==> src/sv/multi_line_edge_debouncer_core_macros.svh <==
// ---------------------------------------------------------------------------
// Multi-line edge debouncer assertion macros
// Shorthand for clocked concurrent checks, reset-qualified on rst_ni.
// ---------------------------------------------------------------------------
`ifndef MULTI_LINE_EDGE_DEBOUNCER_CORE_MACROS_SVH
`define MULTI_LINE_EDGE_DEBOUNCER_CORE_MACROS_SVH

// same-cycle implication
`define MLDE_ASSERT_NOW(lbl, ante, cons, msg) \
  lbl: assert property (@(posedge clk_i) disable iff (!rst_ni) (ante) |-> (cons)) \
    else $error(msg);

// next-cycle implication
`define MLDE_ASSERT_NEXT(lbl, ante, cons, msg) \
  lbl: assert property (@(posedge clk_i) disable iff (!rst_ni) (ante) |=> (cons)) \
    else $error(msg);

`endif

==> src/sv/mlde_pkg.sv <==
// ---------------------------------------------------------------------------
// mlde_pkg
// Shared types and constants of the multi-line edge debouncer.
// ---------------------------------------------------------------------------
package mlde_pkg;

  // default line count and period register reset value
  localparam int unsigned LINES_DEF    = 32;
  localparam logic [63:0] PERIOD_RESET = 64'd200000000;

  // configuration register indexes
  localparam logic REG_PERIOD = 1'b0;
  localparam logic REG_ENABLE = 1'b1;

  // input item kinds
  localparam logic KIND_EDGE = 1'b0;
  localparam logic KIND_TICK = 1'b1;

  // stream widths
  localparam int unsigned IN_DATA_W  = 72;
  localparam int unsigned OUT_DATA_W = 136;

  // per-line record held in one cell
  typedef struct packed {
    logic        level;
    logic        settled;
    logic        cand_level;
    logic [63:0] cand_time;
    logic [63:0] rise_time;
    logic [63:0] fall_time;
  } rec_t;

  // one report
  typedef struct packed {
    logic [63:0] fall_time;
    logic [63:0] rise_time;
    logic        settled;
    logic        level;
    logic [4:0]  line;
  } rep_t;

endpackage

==> src/sv/mlde_proc.sv <==
// ---------------------------------------------------------------------------
// mlde_proc
// Head update of the ring: applies an edge or a tick check to the record
// passing the head and flags a report.
// ---------------------------------------------------------------------------
module mlde_proc (
  input  mlde_pkg::rec_t rec_i,
  input  logic           act_edge_i,
  input  logic           act_tick_i,
  input  logic           rising_i,
  input  logic [63:0]    time_i,
  input  logic [63:0]    period_i,
  input  logic           en_i,
  input  logic [4:0]     line_i,
  output mlde_pkg::rec_t rec_o,
  output mlde_pkg::rep_t rep_o,
  output logic           rep_valid_o
);
  import mlde_pkg::*;

  logic [63:0] age;
  logic        expired;
  logic        cand_open;
  logic        level_new;

  // candidate age, wrapping modulo 2^64
  assign age       = time_i - rec_i.cand_time;
  assign expired   = age > period_i;
  assign cand_open = rec_i.cand_time != 64'd0;
  assign level_new = rising_i;

  always_comb begin
    rec_o       = rec_i;
    rep_valid_o = 1'b0;
    if (act_edge_i) begin
      // edge: level and edge time first
      rec_o.level = level_new;
      if (rising_i) begin
        rec_o.rise_time = time_i;
      end else begin
        rec_o.fall_time = time_i;
      end
      if (en_i) begin
        rec_o.settled = 1'b0;
        if (!cand_open) begin
          rec_o.cand_time  = time_i;
          rec_o.cand_level = level_new;
        end else if (rec_i.cand_level != level_new) begin
          rec_o.cand_time = 64'd0;
        end else if (expired) begin
          rec_o.settled   = 1'b1;
          rec_o.cand_time = 64'd0;
          rep_valid_o     = 1'b1;
        end
      end else begin
        rep_valid_o = 1'b1;
      end
    end else if (act_tick_i) begin
      // tick: settle an enabled line whose candidate has expired
      if (en_i && !rec_i.settled && cand_open && expired) begin
        rec_o.settled   = 1'b1;
        rec_o.cand_time = 64'd0;
        rep_valid_o     = 1'b1;
      end
    end
  end

  // report fields come from the updated record
  assign rep_o.line      = line_i;
  assign rep_o.level     = rec_o.level;
  assign rep_o.settled   = rec_o.settled;
  assign rep_o.rise_time = rec_o.rise_time;
  assign rep_o.fall_time = rec_o.fall_time;

endmodule

==> config.mk <==
export PLATFORM = sky130hd
export DESIGN_NAME = mlde_proc
export DESIGN_NICKNAME = d
export VERILOG_FILES = /design/src/sv/multi_line_edge_debouncer_core_macros.svh /design/src/sv/mlde_pkg.sv /design/src/sv/mlde_proc.sv
export SDC_FILE = /design/constraint.sdc
export NUM_CORES = 1
export LEC_CHECK = 0
export ABC_AREA = 1
export BUFFER_PORTS_ARGS = -buffer_cell sky130_fd_sc_hd__buf_2
export CORE_AREA = 2 2 261 263
export DETAILED_ROUTE_END_ITERATION = 10
export DIE_AREA = 0 0 263 265
export PLACE_DENSITY_LB_ADDON = 0.12
export SLEW_MARGIN = 25
export SYNTH_ARGS = -nofsm -noshare
export SYNTH_HDL_FRONTEND = slang
export SYNTH_SLANG_ARGS = --single-unit
export TNS_END_PERCENT = 100
==> constraint.sdc <==
create_clock -name vclk -period 8.8
set_clock_uncertainty 0.2 [all_clocks]
set_input_delay 0.88 -clock vclk [all_inputs]
set_output_delay 0.88 -clock vclk [all_outputs]
set_load 0.05 [all_outputs]
==> results.cfg <==
[global_routing]
met2_usage_pct = 33.6
grt_use_met3_pct = 2.02
overflow = 0
grt_max_degree = 100
antenna_found_initial = 15
grt_pass1_wl_um = 105000
grt_pass1_vias = 16000
grtUsageTotal_pct = 19.7
grt_use_met1_pct = 27.1
busiest_layer = met2

[finish]
area_delta_synth_final_pct = 24.7
final_cells = 3654
seq_cell_count = 0
drive_gt1_share_pct = 28.2
layout.nets = 3234
register_area_um2 = 0
nClkBuffers = 0

[route]
drc = 0
finalWirelength_um = 73100
drtPass1Iterations = 5
detail_route.wl_per_cell_um = 20.0
vias = 16300
vias_per_cell = 4.46
ant_nets = 0
drtIter0Drc = 950

[logic_synthesis]
synth.area.top_cells = nand2_1 20%, ha_1 13%, inv_1 10%, buf_4 8.6%, o21ai_0 7.8%
synth_nets = 2788
syn_inst = 2328
yosysTopAreaCell = nand2_1
yosys_warnings = 0
seq_area_frac_synth_pct = 0
synth_commonest_cells = 642 x nand2_1, 326 x inv_1, 216 x nor2_1, 188 x o21ai_0, 187 x a21oi_1
yosysMostFrequentCell = nand2_1
synth.avg_cell_area_um2 = 5.18
netlist.area_leader.share_pct = 20.0
synth_cell_types = 43
synth_area_um2 = 12100

[worst_setup_path]
cp_max_fo = 64
arrival_ps = 6400
crit_required_ps = 7720
crit_path_end_kind = primary output
worst_setup_path_start_kind = primary input
critPathKind = primary input to primary output

[placement]
place_inst = 3645
dp_hpwl_um = 64500
port_buffers = 653
pre_cts_ws_ps = 1480
place.gp.congestion = 0.959

[timing]
fin_crit_sh_pct = 85.0
setup_viol = 0
hold_violations = 0
min_period_ps = 7480
fin_ws_ps = 1320
slew_violations = 0
fmax_ghz = 0.134
relSlewSlack_pct = 28.3
setup_tns_ps = 0
rsz0062_at_grt = no
tightest_slew_ps = 1070

[min_path]
min_to = rep_o[3]
hp-class = primary input to primary output
hold_depth = 0
hold_start = line_i[3]

[power_and_ir_drop]
p_int_uw = 396
total_power_mw = 1.58
peakVddDrop_mv = 0.0496
p_per_area_nw_per_um2 = 105
power.leakage_nw = 8.78
seqPwrFrac_pct = 0
switching_power_mw = 1.18
combPwrFrac_pct = 100.0
clkPwrFrac_pct = 0
swShare_pct = 74.9

[job]
drv_cap = 0

[clocking]
cts_resized = 0
holdBufCountCts = 0
post_cts_buffers = 0

[floorplanning]
rows = 95
core_area_um2 = 66800
io_pins = 663
die_h_um = 265
dieArea_um2 = 69700
start_util_pct = 18.1
die_w_um = 263

[run_status]
status = finished clean
==> power by group through the flow <==
| stage | Combinational [mW] | Sequential [mW] | Clock [mW] |
|---|---|---|---|
| floorplan | 1.17 | 0 | 0 |
| global placement | 1.58 | 0 | 0 |
| detailed placement | 1.58 | 0 | 0 |
| CTS | 1.59 | 0 | 0 |
| global route | 1.71 | 0 | 0.0000000762 |
| finish | 1.58 | 0 | 0.0000000767 |
==> cells in the final DEF (no fill, tap or decap), drive strengths merged <==
cell / instances
nor3: 13
nor3b: 1
nor4: 11
o211ai: 5
xnor2: 7
nand4: 27
or2: 1
nand3: 119
a21o: 9
a31oi: 10
o21bai: 9
buf: 662
o2111ai: 2
diode: 9
inv: 391
mux2i: 1
and3: 2
nor2: 217
o21ai: 265
nand3b: 2
a21oi: 187
clkinv: 4
xor2: 42
nand2b: 1
a21boi: 4
ha: 127
o21a: 7
nand2: 645
fa: 1
==> layout make-up <==
| type | instances | area, um^2 |
|---|---|---|
| diodes | 9 | 22.5 |
| fillers | 8055 | 51700 |
| inverters | 395 | 1490 |
| multi-input cells | 1715 | 9120 |
| well taps | 873 | 1090 |
| repair buffers | 662 | 3340 |
==> worst max path at each step <==
stage,to,startpoint
2_1_floorplan,rep_o[6],time_i[0]
3_3_place_gp,rec_o[154],rec_i[145]
3_5_place_dp,rec_o[154],rec_i[143]
4_1_cts,rec_o[154],rec_i[143]
5_1_grt,rec_o[154],time_i[0]
6_report,rec_o[154],rec_i[145]
==> layer usage <==
metal  wire [um]  vias up
met1       34100     7607
met4        1360       10
met5          55        -
li1            -     8174
met3        3190       66
met2       34400      438
==> through the flow <==
step / hold WS (ps) / utilization (%) / area (um^2)
2_1_floorplan: 1730 / - / 12100
3_3_place_gp: 1560 / 22.5 / 15000
3_5_place_dp: 1560 / 22.5 / 15000
4_1_cts: 1560 / 22.5 / 15000
5_1_grt: 1560 / 22.5 / 15000
6_report: 1560 / 22.5 / 15100
==> cell families (layout without fill, tap and decap cells) <==
kind of cell | after synthesis | count (layout) | share of synthesized area (%)
buffers and inverters | 613 | 1057 | 24.6
multiplexers | 1 | 1 | 0.0829
other | 0 | 9 | 0
adder cells (fa/ha/maj) | 128 | 128 | 13.3
AO/OA/AOI/OAI | 498 | 498 | 21.5
XOR/XNOR | 49 | 49 | 3.56
AND/OR/NAND/NOR | 1039 | 1039 | 36.9
==> worst max-delay path, cell delays in order <==
cell	delay [ps]
buf_2	100
inv_1	90
ha_1	420
nand2_1	120
o21ai_0	440
a21oi_1	220
o211ai_1	610
a21oi_1	170
xor2_1	180
ha_1	270
nand2_1	80
nor4_1	920
and3_4	380
nand3_4	100
nand2_4	660
nand2_1	120
nand2_1	100
nand2_1	60
nand2_1	110
buf_2	290
(Power assumes the default switching activity.)
